===== src/assert_macros.svh =====
// assertion macros shared by the rtl
`ifndef ASSERT_MACROS_SVH
`define ASSERT_MACROS_SVH

// same-cycle implication, checked outside reset
`define ASSERT_NOW(label, clk, rst, ante, cons, msg) \
  label: assert property (@(posedge clk) disable iff (rst) (ante) |-> (cons)) \
    else $error(msg);

// next-cycle implication, checked outside reset
`define ASSERT_NEXT(label, clk, rst, ante, cons, msg) \
  label: assert property (@(posedge clk) disable iff (rst) (ante) |=> (cons)) \
    else $error(msg);

`endif


===== src/mcpwm_pkg.sv =====
// types and constants for the multichannel pwm block
package mcpwm_pkg;

  localparam int BYTE_W = 8;

  typedef enum logic {
    FUNC_TICK = 1'b0,
    FUNC_BYTE = 1'b1
  } func_t;

  typedef struct packed {
    func_t             func;
    logic [BYTE_W-1:0] link_byte;
  } req_t;

endpackage


===== src/multichannel_pwm_with_byte_load.sv =====
// Multichannel PWM block loaded over a byte link. Every request yields one
// result in the cycle after acceptance: a tick request (func 0) compares each
// channel's duty level against the shared phase counter and returns the new
// output vector, then steps the counter; a link byte request (func 1) is
// taken alternately as channel number and duty level and returns the current
// vector unchanged. One request is taken per cycle; the single result
// register sets that rate, so in_ready drops only while a result waits for
// out_ready.
module multichannel_pwm_with_byte_load import mcpwm_pkg::*; #(
  parameter int CHANNELS     = 18,
  parameter int COUNTER_BITS = 8
) (
  input  logic                clk,
  input  logic                rst,
  input  logic                in_valid,
  output logic                in_ready,
  input  logic                func,
  input  logic [BYTE_W-1:0]   link_byte,
  output logic                out_valid,
  input  logic                out_ready,
  output logic [CHANNELS-1:0] pwm_outputs
);

  logic                req_accept;
  req_t                req;
  logic [CHANNELS-1:0] result_vec;

  assign req_accept    = in_valid && in_ready;
  assign req.func      = func_t'(func);
  assign req.link_byte = link_byte;

  mcpwm_core #(
    .CHANNELS    (CHANNELS),
    .COUNTER_BITS(COUNTER_BITS)
  ) u_core (
    .clk       (clk),
    .rst       (rst),
    .req_accept(req_accept),
    .req       (req),
    .result_vec(result_vec)
  );

  mcpwm_out_reg #(
    .WIDTH(CHANNELS)
  ) u_out_reg (
    .clk      (clk),
    .rst      (rst),
    .load     (req_accept),
    .load_data(result_vec),
    .can_load (in_ready),
    .out_valid(out_valid),
    .out_ready(out_ready),
    .out_data (pwm_outputs)
  );

endmodule


===== src/mcpwm_core.sv =====
// duty store, phase counter, byte receiver and pwm compare
`include "assert_macros.svh"

module mcpwm_core import mcpwm_pkg::*; #(
  parameter int CHANNELS     = 18,
  parameter int COUNTER_BITS = 8
) (
  input  logic                clk,
  input  logic                rst,
  input  logic                req_accept,
  input  req_t                req,
  output logic [CHANNELS-1:0] result_vec
);

  localparam int CMP_W = (COUNTER_BITS > BYTE_W) ? COUNTER_BITS : BYTE_W;
  localparam int IDX_W = (CHANNELS > 1) ? $clog2(CHANNELS) : 1;
  localparam logic [BYTE_W-1:0] CH_LIMIT = BYTE_W'(CHANNELS);

  logic [BYTE_W-1:0]       duty_levels [CHANNELS];
  logic [COUNTER_BITS-1:0] phase_counter;
  logic                    expect_value;
  logic [BYTE_W-1:0]       selected_channel;
  logic [CHANNELS-1:0]     output_vector;

  logic [CHANNELS-1:0] tick_vec;
  logic                is_tick;
  logic                is_byte;
  logic                duty_write;

  always_comb begin
    for (int ch = 0; ch < CHANNELS; ch++) begin
      tick_vec[ch] = CMP_W'(duty_levels[ch]) < CMP_W'(phase_counter);
    end
  end

  assign is_tick    = req_accept && (req.func == FUNC_TICK);
  assign is_byte    = req_accept && (req.func == FUNC_BYTE);
  assign duty_write = is_byte && expect_value && (selected_channel < CH_LIMIT);
  assign result_vec = (req.func == FUNC_TICK) ? tick_vec : output_vector;

  always_ff @(posedge clk) begin
    if (rst) begin
      phase_counter    <= '0;
      expect_value     <= 1'b0;
      selected_channel <= '0;
      output_vector    <= '0;
      for (int ch = 0; ch < CHANNELS; ch++) begin
        duty_levels[ch] <= '0;
      end
    end else begin
      if (is_tick) begin
        output_vector <= tick_vec;
        phase_counter <= phase_counter + 1'b1;
      end
      if (is_byte) begin
        expect_value <= !expect_value;
        if (!expect_value) begin
          selected_channel <= req.link_byte;
        end
      end
      if (duty_write) begin
        duty_levels[selected_channel[IDX_W-1:0]] <= req.link_byte;
      end
    end
  end

  `ASSERT_NEXT(a_counter_step, clk, rst, is_tick,
    phase_counter == COUNTER_BITS'($past(phase_counter) + 1'b1),
    "phase counter did not advance on tick")
  `ASSERT_NEXT(a_byte_keeps_vec, clk, rst, is_byte,
    $stable(output_vector) && $stable(phase_counter),
    "link byte changed pwm state")
  `ASSERT_NEXT(a_receiver_toggle, clk, rst, is_byte,
    expect_value != $past(expect_value),
    "receiver did not alternate")

endmodule


===== src/mcpwm_out_reg.sv =====
// result register between pwm logic and output channel
`include "assert_macros.svh"

module mcpwm_out_reg #(
  parameter int WIDTH = 18
) (
  input  logic             clk,
  input  logic             rst,
  input  logic             load,
  input  logic [WIDTH-1:0] load_data,
  output logic             can_load,
  output logic             out_valid,
  input  logic             out_ready,
  output logic [WIDTH-1:0] out_data
);

  assign can_load = !out_valid || out_ready;

  always_ff @(posedge clk) begin
    if (rst) begin
      out_valid <= 1'b0;
    end else if (load) begin
      out_valid <= 1'b1;
    end else if (out_ready) begin
      out_valid <= 1'b0;
    end
  end

  always_ff @(posedge clk) begin
    if (load) begin
      out_data <= load_data;
    end
  end

  `ASSERT_NEXT(a_load_shows, clk, rst, load,
    out_valid && (out_data == $past(load_data)),
    "loaded result not presented")

endmodule


===== config.mk =====
export PLATFORM = sky130hd
export DESIGN_NAME = multichannel_pwm_with_byte_load
export DESIGN_NICKNAME = d
export VERILOG_FILES = /design/src/mcpwm_pkg.sv /design/src/multichannel_pwm_with_byte_load.sv /design/src/mcpwm_core.sv /design/src/mcpwm_out_reg.sv
export VERILOG_INCLUDE_DIRS = /design/src /design/src/src
export SDC_FILE = /design/constraint.sdc
export NUM_CORES = 1
export LEC_CHECK = 0
export BUFFER_PORTS_ARGS = -buffer_cell sky130_fd_sc_hd__buf_2
export CAP_MARGIN = 0
export CORE_MARGIN = 10
export CORE_UTILIZATION = 45
export DETAILED_ROUTE_END_ITERATION = 10
export PLACE_DENSITY = 0.68
export SETUP_SLACK_MARGIN = 0.5
export SLEW_MARGIN = 20
export SYNTH_ARGS = -nofsm -noshare
export SYNTH_HDL_FRONTEND = slang
export SYNTH_SLANG_ARGS = --single-unit

===== constraint.sdc =====
create_clock -name clk -period 2 [get_ports clk]
set_input_delay 0.3 -clock clk [delete_from_list [all_inputs] [get_ports clk]]
set_output_delay 0.3 -clock clk [all_outputs]
set_load 0.005 [all_outputs]

==> summary.txt, run 1 <==
Power and ir drop
  – Leakage: 0.005139 µW
  – Comb pwr share: 0.107
  – Worst IR Drop VDD: 0.5287 mV
  – Clk pwr share: 0.371
  – Switching power share of the total: 0.2402
  – Switch Pwr: 2159 µW
  – Power Density: 646.4 nW/µm²
  – Pint: 6830 µW
  – Seq pwr share: 0.522

Route
  – DRT Pass-1 Iters: 5
  – DRC violations left: 0
  – Met3 Wirelength: 1974 µm
  – Total Wirelength: 30,090 µm
  – First DRT Iteration DRCs: 741
  – Top sig layer: met4
  – Wire length on met2: 14,250 µm
  – WL/cell: 22.97 µm
  – Antenna Violating Nets Remaining: 0
  – M1 WL: 12,770 µm
  – Via/cell ratio: 5.832
  – Via count: 7,640

STA
  – Setup Skew: 0.01099 ns
  – Setup TNS: 0 ns
  – Min cycle time layout: 1.838 ns
  – Slew at the pin with the worst max-slew slack: 0.5241 ns
  – Final Cycle Share: 0.9189
  – Relative slew slack: 0.6506
  – F_max: 0.5441 GHz
  – Finish-stage setup viols: 0
  – Max-slew violations: 0
  – Final Hold Fails: 0
  – RSZ-0062 raised after global routing: yes
  – PnR worst setup slack: 0.1622 ns

Worst setup path
  – Critical Path End: u_core.duty_levels[3][6]
  – Worst Path Max Fanout: 8
  – Worst reg-to-reg setup slack: 0.16 ns
  – Startpoint Class: flip-flop
  – Critical path type: flip-flop to flip-flop
  – Worst reg2reg path startpoint: u_core.expect_value
  – Setup crit end kind: flip-flop
  – Path depth of the worst reg2reg path: 6
  – R2r endpoint: u_core.duty_levels[3][6]
  – CP required: 2.15 ns
  – Crit path DAT: 1.98 ns
  – CP Launch Point: u_core.expect_value

Die
  – Total core area: 22,850 µm²
  – Row count: 55
  – Die width: 173.0 µm
  – Area of the die: 29,930 µm²
  – Die height: 173.0 µm
  – Initial core utilization: 0.4612
  – Top Ports: 33

Placement
  – DP Cell Count: 1,227
  – Port bufs: 32
  – GPL Wtd Cong: 0.8225
  – Dpl hpwl: 16,840 µm
  – Setup WS pre-CTS: 0.03472 ns

Cells and area
  – Commonest non-fill, non-tap cell in the layout: edfxtp_1
  – Nets@finish: 1,124
  – Final Core Density: 0.6087
  – P&R area growth vs syn: 31.99%
  – Non-filler cells, final: 1,310
  – Layout cells sized above 1: 0.3511
  – # diodes: 0
  – Commonest non-fill, non-tap cells in the layout: edfxtp_1 (162), nor2_1 (84), ha_1 (77)

Logic synthesis
  – FFs w/ async S/R, synth: 0
  – Ys flop type: edfxtp_1
  – Cell count after synthesis: 865
  – FF+latch count, synth: 198
  – Yosys warns: 0
  – Distinct cells, synth: 51
  – Sequential fraction of the synthesis area: 0.5301
  – Syn_nets: 1,005
  – EDFF count, synth: 162
  – Synth Area per Inst: 12.18 µm²
  – Cell Area, Synth: 10,540 µm²

Run status
  – Status: completed

CTS
  – Worst-Skew Late Latency: 0.44 ns
  – Reg clk slew, reported paths: 0.07 ns
  – Max Root-Sink Buffers: 2
  – CTS hold repair buffers: 0
  – Clk root buf: clkbuf_16
  – # H-tree levels: 4
  – CTS buffer count: 17
  – TritonCTS clock tree: built
  – Num Clock Sinks: 198

Global route
  – Gr usage total: 0.1887
  – Global-route wire length before repair: 43,630 µm
  – Largest net degree at the start of global routing: 27
  – Initial antenna violation count: 0
  – Vias in the first global route: 7,548
  – Global route overflow: 0

Hold path
  – Min-Delay Path Class: input port to flip-flop

Run
  – Max-Cap Viols: 0
## cell usage after synthesis, drive strengths merged (2+ instances only)
master  count  share of area
a211o      17          0.014
a211oi     19          0.014
a21o        5         0.0036
a21oi      20         0.0095
a32o       35          0.033
a41o        2         0.0019
and2       88          0.052
and3        8         0.0048
and3b       2         0.0017
buf        16         0.0089
clkbuf     21         0.0075
dfxtp      36          0.068
edfxtp    162           0.46
ha        127           0.15
inv         9         0.0032
mux2i       8         0.0076
nand2      16         0.0059
nand2b      9         0.0053
nand3       8         0.0052
nand3b      2         0.0018
nand4      21          0.014
nor2      129          0.046
nor2b      20          0.013
nor3        9         0.0062
nor4        8         0.0090
nor4b       5         0.0099
o211ai     18          0.013
o21ai      17         0.0081
o21bai      4         0.0029
or2         6         0.0036
or3         3         0.0023
xnor2       7         0.0058
## power by group through the flow
stage          Sequential, µW  Clock [µW]  Combinational (µW)
2_1_floorplan            4740           0                 509
3_3_place_gp             4760           0                 780
3_5_place_dp             4770           0                 800
4_1_cts                  4680        3340                 883
5_1_grt                  4710        3500                1050
6_report                 4690        3330                 963
## registers in the layout (all words and copies together), names as in the netlist
register,count
u_core.duty_levels,144
u_core.expect_value,1
u_core.output_vector,18
u_core.phase_counter,8
u_core.selected_channel,8
u_out_reg.out_data,18
u_out_reg.out_valid,1
## cell families after synthesis
group,Yosys count,share of synthesized area
muxes,8,0.007600
DFF,198,0.5301
adders and majority gates,127,0.1508
and+or+nand+nor,335,0.1811
xor gates and xnor gates,7,0.005819
buffers and inverters,47,0.01995
AOI/OAI and AO/OA,143,0.1046
## metrics by stage
| stage | hold slack (ns) | cell area [µm²] | power (µW) |
|---|---|---|---|
| after detailed placement | 0.4600 | 11590 | 5565 |
| final | 0.2311 | 13910 | 8989 |
| after global routing | 0.2528 | 13910 | 9251 |
| after floorplan | 0.4205 | 10780 | 5254 |
| after global placement | 0.4479 | 11590 | 5543 |
| after CTS | 0.2281 | 13090 | 8901 |
## cell type report
cell class	instances	area, µm²
clock buffers	24	481.7
repair buffers	134	1381
well taps	313	391.6
flip-flops and latches	198	5609
multi-input cells	623	5906
inverters	10	60.06
clock inverters	8	77.57
fillers	1726	8940
## worst max-delay path: stages, from the launching register on
cell	delay [ns]
dfxtp_1	0.40
nor4b_4	0.28
buf_6	0.19
nand4_4	0.09
buf_12	0.16
nor4_4	0.19
or2_4	0.24
## layer usage
metal	track usage	vias up
li1	-	3530
met1	0.2386	3760
met2	0.3102	270
met3	0.03877	80
met4	0.07402	0
met5	0	-
## repair_timing
| item | 4_1_cts | 5_1_grt |
|---|---|---|
| setup endpoints to repair | 338 | 352 |
| buffers inserted | 27 | 14 |
| gates resized for setup | 125 | 115 |
| pin swaps | 57 | 41 |
| hold endpoints to repair | 0 | 0 |
| cloned | 7 | 3 |
## worst min-delay path by stage
stage	startpoint	endpoint	slack (ns)	cells after the start
6_report	in_valid	u_out_reg.out_valid	0.23	4
5_1_grt	in_valid	u_out_reg.out_valid	0.25	4
4_1_cts	in_valid	u_out_reg.out_valid	0.23	4
3_5_place_dp	u_core.output_vector[7]	u_core.output_vector[7]	0.46	1
3_3_place_gp	u_core.output_vector[8]	u_core.output_vector[8]	0.45	1
2_1_floorplan	in_valid	u_out_reg.out_valid	0.42	2
Note: power is estimated with default switching activity, not from simulation.
==> inputs of run 2 (changes only) <==
- CORE_UTILIZATION: 45 -> 35
- PLACE_DENSITY: 0.68 -> 0.57
==> summary.txt, run 2 (synthesis results as in run 1) <==
Cells and area
  – Fillcell total: 2,598 (+51%)
  – Commonest non-fill, non-tap cells in the layout: edfxtp_1 (162), nor2_1 (99), and2_1 (77)
  – Final Core Density: 0.4801 (-0.1286)
  – Commonest non-fill, non-tap cell in the layout: edfxtp_1
  – Layout cells sized above 1: 0.3363 (-0.01471)
  – Nets@finish: 1,123 (-0.089%)
  – Top flop regs: u_core.duty_levels: 144 flops, u_core.output_vector: 18 flops, u_out_reg.out_data: 18 flops
  – Largest register FFs: 144 (unchanged)
  – P&R area growth vs syn: 35.04%
  – Largest Register: u_core.duty_levels

Route
  – WL/cell: 22.47 µm (-2.2%)
  – Total Wirelength: 31,170 µm (+3.6%)
  – Via/cell ratio: 5.399 (-7.4%)
  – DRC violations left: 0 (unchanged)
  – First DRT Iteration DRCs: 518 (-30%)
  – Antenna Violating Nets Remaining: 0 (unchanged)
  – Via count: 7,489 (-2.0%)
  – DRT Pass-1 Iters: 5 (unchanged)

STA
  – F_max: 0.5352 GHz (-1.6%)
  – Relative slew slack: 0.6286 (-0.02198)
  – Final Cycle Share: 0.9343 (+0.01534)
  – Max-slew violations: 0 (unchanged)
  – RSZ-0062 raised after global routing: yes
  – PnR worst setup slack: 0.1315 ns (-0.03068 ns)
  – Setup TNS: 0 ns (unchanged)
  – Finish-stage setup viols: 0 (unchanged)
  – Setup Skew: 0.01248 ns (+0.001489 ns)
  – Final Hold Fails: 0 (unchanged)
  – Slew at the pin with the worst max-slew slack: 0.5571 ns (+0.03297 ns)
  – Min cycle time layout: 1.869 ns (+0.03068 ns)

Power and ir drop
  – Leakage: 0.005253 µW (+2.2%)
  – Clk pwr share: 0.382 (+0.011)
  – Switch Pwr: 2354 µW (+9.0%)
  – Seq pwr share: 0.511 (-0.011)
  – Total power: 9163 µW (+1.9%)
  – Power Density: 644.0 nW/µm² (-0.37%)
  – Comb pwr share: 0.106 (about the same)
  – Pint: 6809 µW (-0.31%)
  – Worst IR Drop VDD: 0.3437 mV (-35%)
  – Switching power share of the total: 0.2569 (+0.01671)

CTS
  – Max Root-Sink Buffers: 2 (unchanged)
  – Num Clock Sinks: 198 (unchanged)
  – Reg clk slew, reported paths: 0.08 ns (about the same)
  – # H-tree levels: 4 (unchanged)
  – CTS hold repair buffers: 0 (unchanged)
  – CTS buffer count: 17 (unchanged)
  – Clk root buf: clkbuf_16
  – Worst-Skew Late Latency: 0.45 ns (about the same)
  – TritonCTS clock tree: built

Worst setup path
  – Setup crit end kind: flip-flop
  – Startpoint Class: flip-flop
  – CP required: 2.15 ns (about the same)
  – Crit path DAT: 2.02 ns (+0.04 ns)
  – Critical path type: flip-flop to flip-flop
  – Worst Path Max Fanout: 8 (unchanged)

Die
  – Total core area: 29,640 µm² (+30%)
  – Top Ports: 33 (unchanged)
  – Row count: 63 (+15%)
  – Initial core utilization: 0.3555 (-0.1057)
  – Die width: 193.5 µm (+12%)
  – Die height: 193.5 µm (+12%)
  – Area of the die: 37,440 µm² (+25%)

Placement
  – GPL Wtd Cong: 0.7800 (-5.2%)
  – Setup WS pre-CTS: 0.03293 ns (-0.001787 ns)
  – Port bufs: 32 (unchanged)
  – Dpl hpwl: 17,220 µm (+2.2%)

Run status
  – Status: completed

Global route
  – Initial antenna violation count: 0 (unchanged)
  – Vias in the first global route: 7,321 (-3.0%)
  – M2 GR Usage: 0.2566 (-0.05363)
  – Gr busiest metal: met2
  – Largest net degree at the start of global routing: 32 (+19%)
  – Gr usage total: 0.1553 (-0.03340)
  – Met1 Use GR: 0.2063 (-0.03228)
  – Global route overflow: 0 (unchanged)
  – Global-route wire length before repair: 44,760 µm (+2.6%)
  – Global routing usage on met3: 0.02438 (-0.01439)

Run
  – Max-Cap Viols: 0 (unchanged)

Hold path
  – Min-Delay Path Class: input port to flip-flop
run 2: per-stage QoR:
step | hold slack, ns | area (µm²) | instances
2_1_floorplan | 0.4205 | 10780 | 865
3_3_place_gp | 0.4469 | 11800 | 1302
3_5_place_dp | 0.4592 | 11800 | 1302
4_1_cts | 0.1315 | 13360 | 1368
5_1_grt | 0.1626 | 14230 | 1386
6_report | 0.1480 | 14230 | 1387
run 2: cell type report:
type                            count  area [µm²]  area share
Inverter                           10       70.07    0.004924
Sequential cell                   198        5613      0.3945
Antenna cell                        1       2.502   0.0001759
Timing Repair Buffer              133        1528      0.1074
Tap cell                          390       488.0     0.03429
Clock buffer                       19       432.9     0.03043
Multi-Input combinational cell    623        5941      0.4175
Clock inverter                     13       153.9     0.01082
run 2: path summary, 6_finish.rpt:
check / slack (ns) / startpoint / to / cells past startpoint
hold / removal: 0.15 / rst / u_core.selected_channel[1] / 2
setup / recovery: 0.13 / u_core.selected_channel[5] / u_core.duty_levels[12][2] / 5
hold reg to reg: 0.47 / u_core.output_vector[13] / u_core.output_vector[13] / 1
setup reg to reg: 0.13 / u_core.selected_channel[5] / u_core.duty_levels[12][2] / 5
run 2: worst max-delay path, cell delays in order, from the launching register on:
cell,delay [ns]
dfxtp_2,0.34
nor4b_4,0.35
buf_4,0.17
and3b_2,0.26
buf_8,0.16
a41o_4,0.30
run 2: per-layer routing:
layer  wire [µm]  vias to the layer above
met3        1403                       46
li1            -                     3534
met2       14830                      186
met5           0                        -
met1       14300                     3723
met4         632                        0
run 2: what timing repair did:
| action | CTS | global route |
|---|---|---|
| pin swaps | 53 | 46 |
| gates cloned | 11 | 10 |
| setup buffers | 23 | 8 |
| gates resized for setup | 103 | 93 |
| setup endpoints to repair | 318 | 350 |
run 2: power by group through the flow:
stage	clock network [µW]	registers [µW]	logic, µW
2_1_floorplan	0	4740	509
3_3_place_gp	0	4760	817
3_5_place_dp	0	4760	828
4_1_cts	3550	4680	906
5_1_grt	3680	4700	1070
6_report	3500	4690	976
==> inputs of run 3 (changes only) <==
- CORE_MARGIN: 10 -> default
- PLACE_DENSITY: 0.57 -> 0.63
==> summary.txt, run 3 (synthesis results as in run 1) <==
Run status
  – Status: finished with violations
  – Failing checks: design-rule violations

CTS
  – TritonCTS clock tree: built
  – CTS buffer count: 17 (unchanged)
  – Reg clk slew, reported paths: 0.07 ns (about the same)
  – Num Clock Sinks: 198 (unchanged)
  – Clk root buf: clkbuf_16
  – Max Root-Sink Buffers: 2 (unchanged)
  – Worst-Skew Late Latency: 0.43 ns (-0.02 ns)
  – # H-tree levels: 4 (unchanged)

Placement
  – Cell Area, Placed: 11,700 µm² (-0.85%)
  – DP Cell Count: 1,297 (-0.38%)
  – GPL Wtd Cong: 0.7801 (about the same)
  – Port bufs: 32 (unchanged)
  – Setup WS pre-CTS: -0.007991 ns (-0.04092 ns)
  – Dpl hpwl: 16,800 µm (-2.4%)

Cells and area
  – Non-filler cells, final: 1,391 (+0.29%)
  – P&R area growth vs syn: 37.75%
  – # diodes: 0 (-1)
  – Nets@finish: 1,128 (+0.45%)
  – Top flop regs: u_core.duty_levels: 144 flops, u_core.output_vector: 18 flops, u_out_reg.out_data: 18 flops
  – FF+latch area: 5609 µm² (about the same)
  – Largest Register: u_core.duty_levels
  – Layout cells sized above 1: 0.3896 (+0.05327)
  – Final instance area: 14,510 µm² (+2.0%)
  – Multi-input gate area: 6207 µm² (+4.5%)
  – Fillcell total: 2,521 (-3.0%)
  – Largest register FFs: 144 (unchanged)
  – Commonest non-fill, non-tap cells in the layout: edfxtp_1 (162), nor2_1 (97), ha_4 (71)
  – Commonest non-fill, non-tap cell in the layout: edfxtp_1

STA
  – Final hold slack: 0.1635 ns (+0.01552 ns)
  – PnR worst setup slack: 0.1008 ns (-0.03070 ns)
  – Relative slew slack: 0.6356 (+0.007012)
  – F_max: 0.5265 GHz (-1.6%)
  – Setup Skew: 0.009777 ns (-0.002701 ns)
  – Slew at the pin with the worst max-slew slack: 0.5465 ns (-0.01052 ns)
  – Min cycle time layout: 1.899 ns (+0.03070 ns)
  – Finish-stage setup viols: 0 (unchanged)
  – Final Hold Fails: 0 (unchanged)
  – RSZ-0062 raised after global routing: yes
  – Final Cycle Share: 0.9496 (+0.01535)
  – Max-slew violations: 0 (unchanged)

Hold path
  – Min-Delay Path Class: input port to flip-flop

Power and ir drop
  – Worst IR Drop VDD: 0.5296 mV (+54%)
  – Switch Pwr: 2202 µW (-6.5%)
  – Pint: 7184 µW (+5.5%)
  – Power Density: 646.7 nW/µm² (+0.42%)
  – Switching power share of the total: 0.2346 (-0.02231)
  – Leakage: 0.005361 µW (+2.1%)
  – Seq pwr share: 0.500 (-0.011)
  – Clk pwr share: 0.398 (+0.016)
  – Comb pwr share: 0.102 (-0.004)

Global route
  – Global-route wire length before repair: 42,890 µm (-4.2%)
  – Global route overflow: 0 (unchanged)
  – Initial antenna violation count: 0 (unchanged)
  – Largest net degree at the start of global routing: 39 (+22%)
  – Vias in the first global route: 7,243 (-1.1%)
  – Gr usage total: 0.1893 (+0.03407)

Route
  – Antenna Violating Nets Remaining: 0 (unchanged)
  – DRC violations left: 2 (+2)
  – Via/cell ratio: 5.502 (+1.9%)
  – Via count: 7,653 (+2.2%)
  – First DRT Iteration DRCs: 593 (+14%)
  – Total Wirelength: 31,450 µm (+0.90%)
  – DRT Pass-1 Iters: 8 (+3)
  – WL/cell: 22.61 µm (+0.61%)

Die
  – Die height: 175.5 µm (-9.3%)
  – Row count: 63 (unchanged)
  – Total core area: 29,640 µm² (unchanged)
  – Top Ports: 33 (unchanged)
  – Area of the die: 30,800 µm² (-18%)
  – Initial core utilization: 0.3555 (unchanged)
  – Die width: 175.5 µm (-9.3%)

Worst setup path
  – Setup crit end kind: flip-flop
  – Startpoint Class: flip-flop
  – CP required: 2.11 ns (-0.04 ns)
  – Worst Path Max Fanout: 8 (unchanged)
  – Crit path DAT: 2.01 ns (about the same)
  – Critical path type: flip-flop to flip-flop

Run
  – Max-Cap Viols: 0 (unchanged)
## run 3: cell count changes in the layout (fill, tap and decap cells not counted), moves of 4 or more
cell / change
and2_1: -30
ha_1: -14
and2_4: +30
ha_4: +14
inv_6: -8
buf_4: +4
inv_4: +4
buf_6: +5
## run 3: final cells by class
cell class / instances / share of cell area
multi-input cells: 623 / 0.4277
flip-flops and latches: 198 / 0.3865
repair buffers: 138 / 0.1040
well taps: 390 / 0.03362
clock buffers: 20 / 0.03147
clock inverters: 12 / 0.01216
inverters: 10 / 0.004655
## run 3: metal layers
metal / GRT usage / up-vias / wire [µm]
met5: 0 / - / 0
met4: 0.07681 / 0 / 1033
met3: 0.03983 / 59 / 1810
met2: 0.3094 / 258 / 15350
met1: 0.2438 / 3803 / 13250
li1: - / 3533 / -
## run 3: path summary, 6_finish.rpt
| check | from | endpoint | slack (ns) | cells past startpoint |
|---|---|---|---|---|
| worst min register to register | u_core.output_vector[1] | u_core.output_vector[1] | 0.47 | 1 |
| worst max register to register | u_core.selected_channel[5] | u_core.duty_levels[16][2] | 0.10 | 5 |
| worst max-delay path | u_core.selected_channel[5] | u_core.duty_levels[16][2] | 0.10 | 5 |
| worst min-delay path | in_valid | u_out_reg.out_valid | 0.16 | 3 |
## run 3: critical path: stages (launching register included)
cell and delay, ns:
dfxtp_2 0.34, nor4b_4 0.40, buf_4 0.21, nand4_4 0.18
buf_6 0.19, o21bai_4 0.25
## run 3: power groups by stage
stage	Sequential (µW)	Combinational (µW)	Clock [µW]
after detailed placement	4760	796	0
after CTS	4680	877	3770
after global routing	4710	1040	3910
after floorplan	4740	509	0
final	4700	956	3730
after global placement	4760	775	0
## run 3: timing repair
action / CTS / global route
pin swaps: 56 / 37
gates cloned: 10 / 9
gates resized for setup: 116 / 138
hold buffers: 0 / 0
buffers inserted: 28 / 15
endpoints found under the setup margin: 340 / 325
endpoints found under the hold margin: 0 / 0
## run 3: metrics by stage
| step | total power [µW] | utilization | setup TNS (ns) |
|---|---|---|---|
| final | 9385 | 0.4897 | 0 |
| after global routing | 9663 | 0.4897 | 0 |
| after CTS | 9320 | 0.4476 | 0 |
| after detailed placement | 5561 | 0.3946 | -0.07027 |
| after global placement | 5535 | 0.3946 | 0 |
| after floorplan | 5254 | - | 0 |
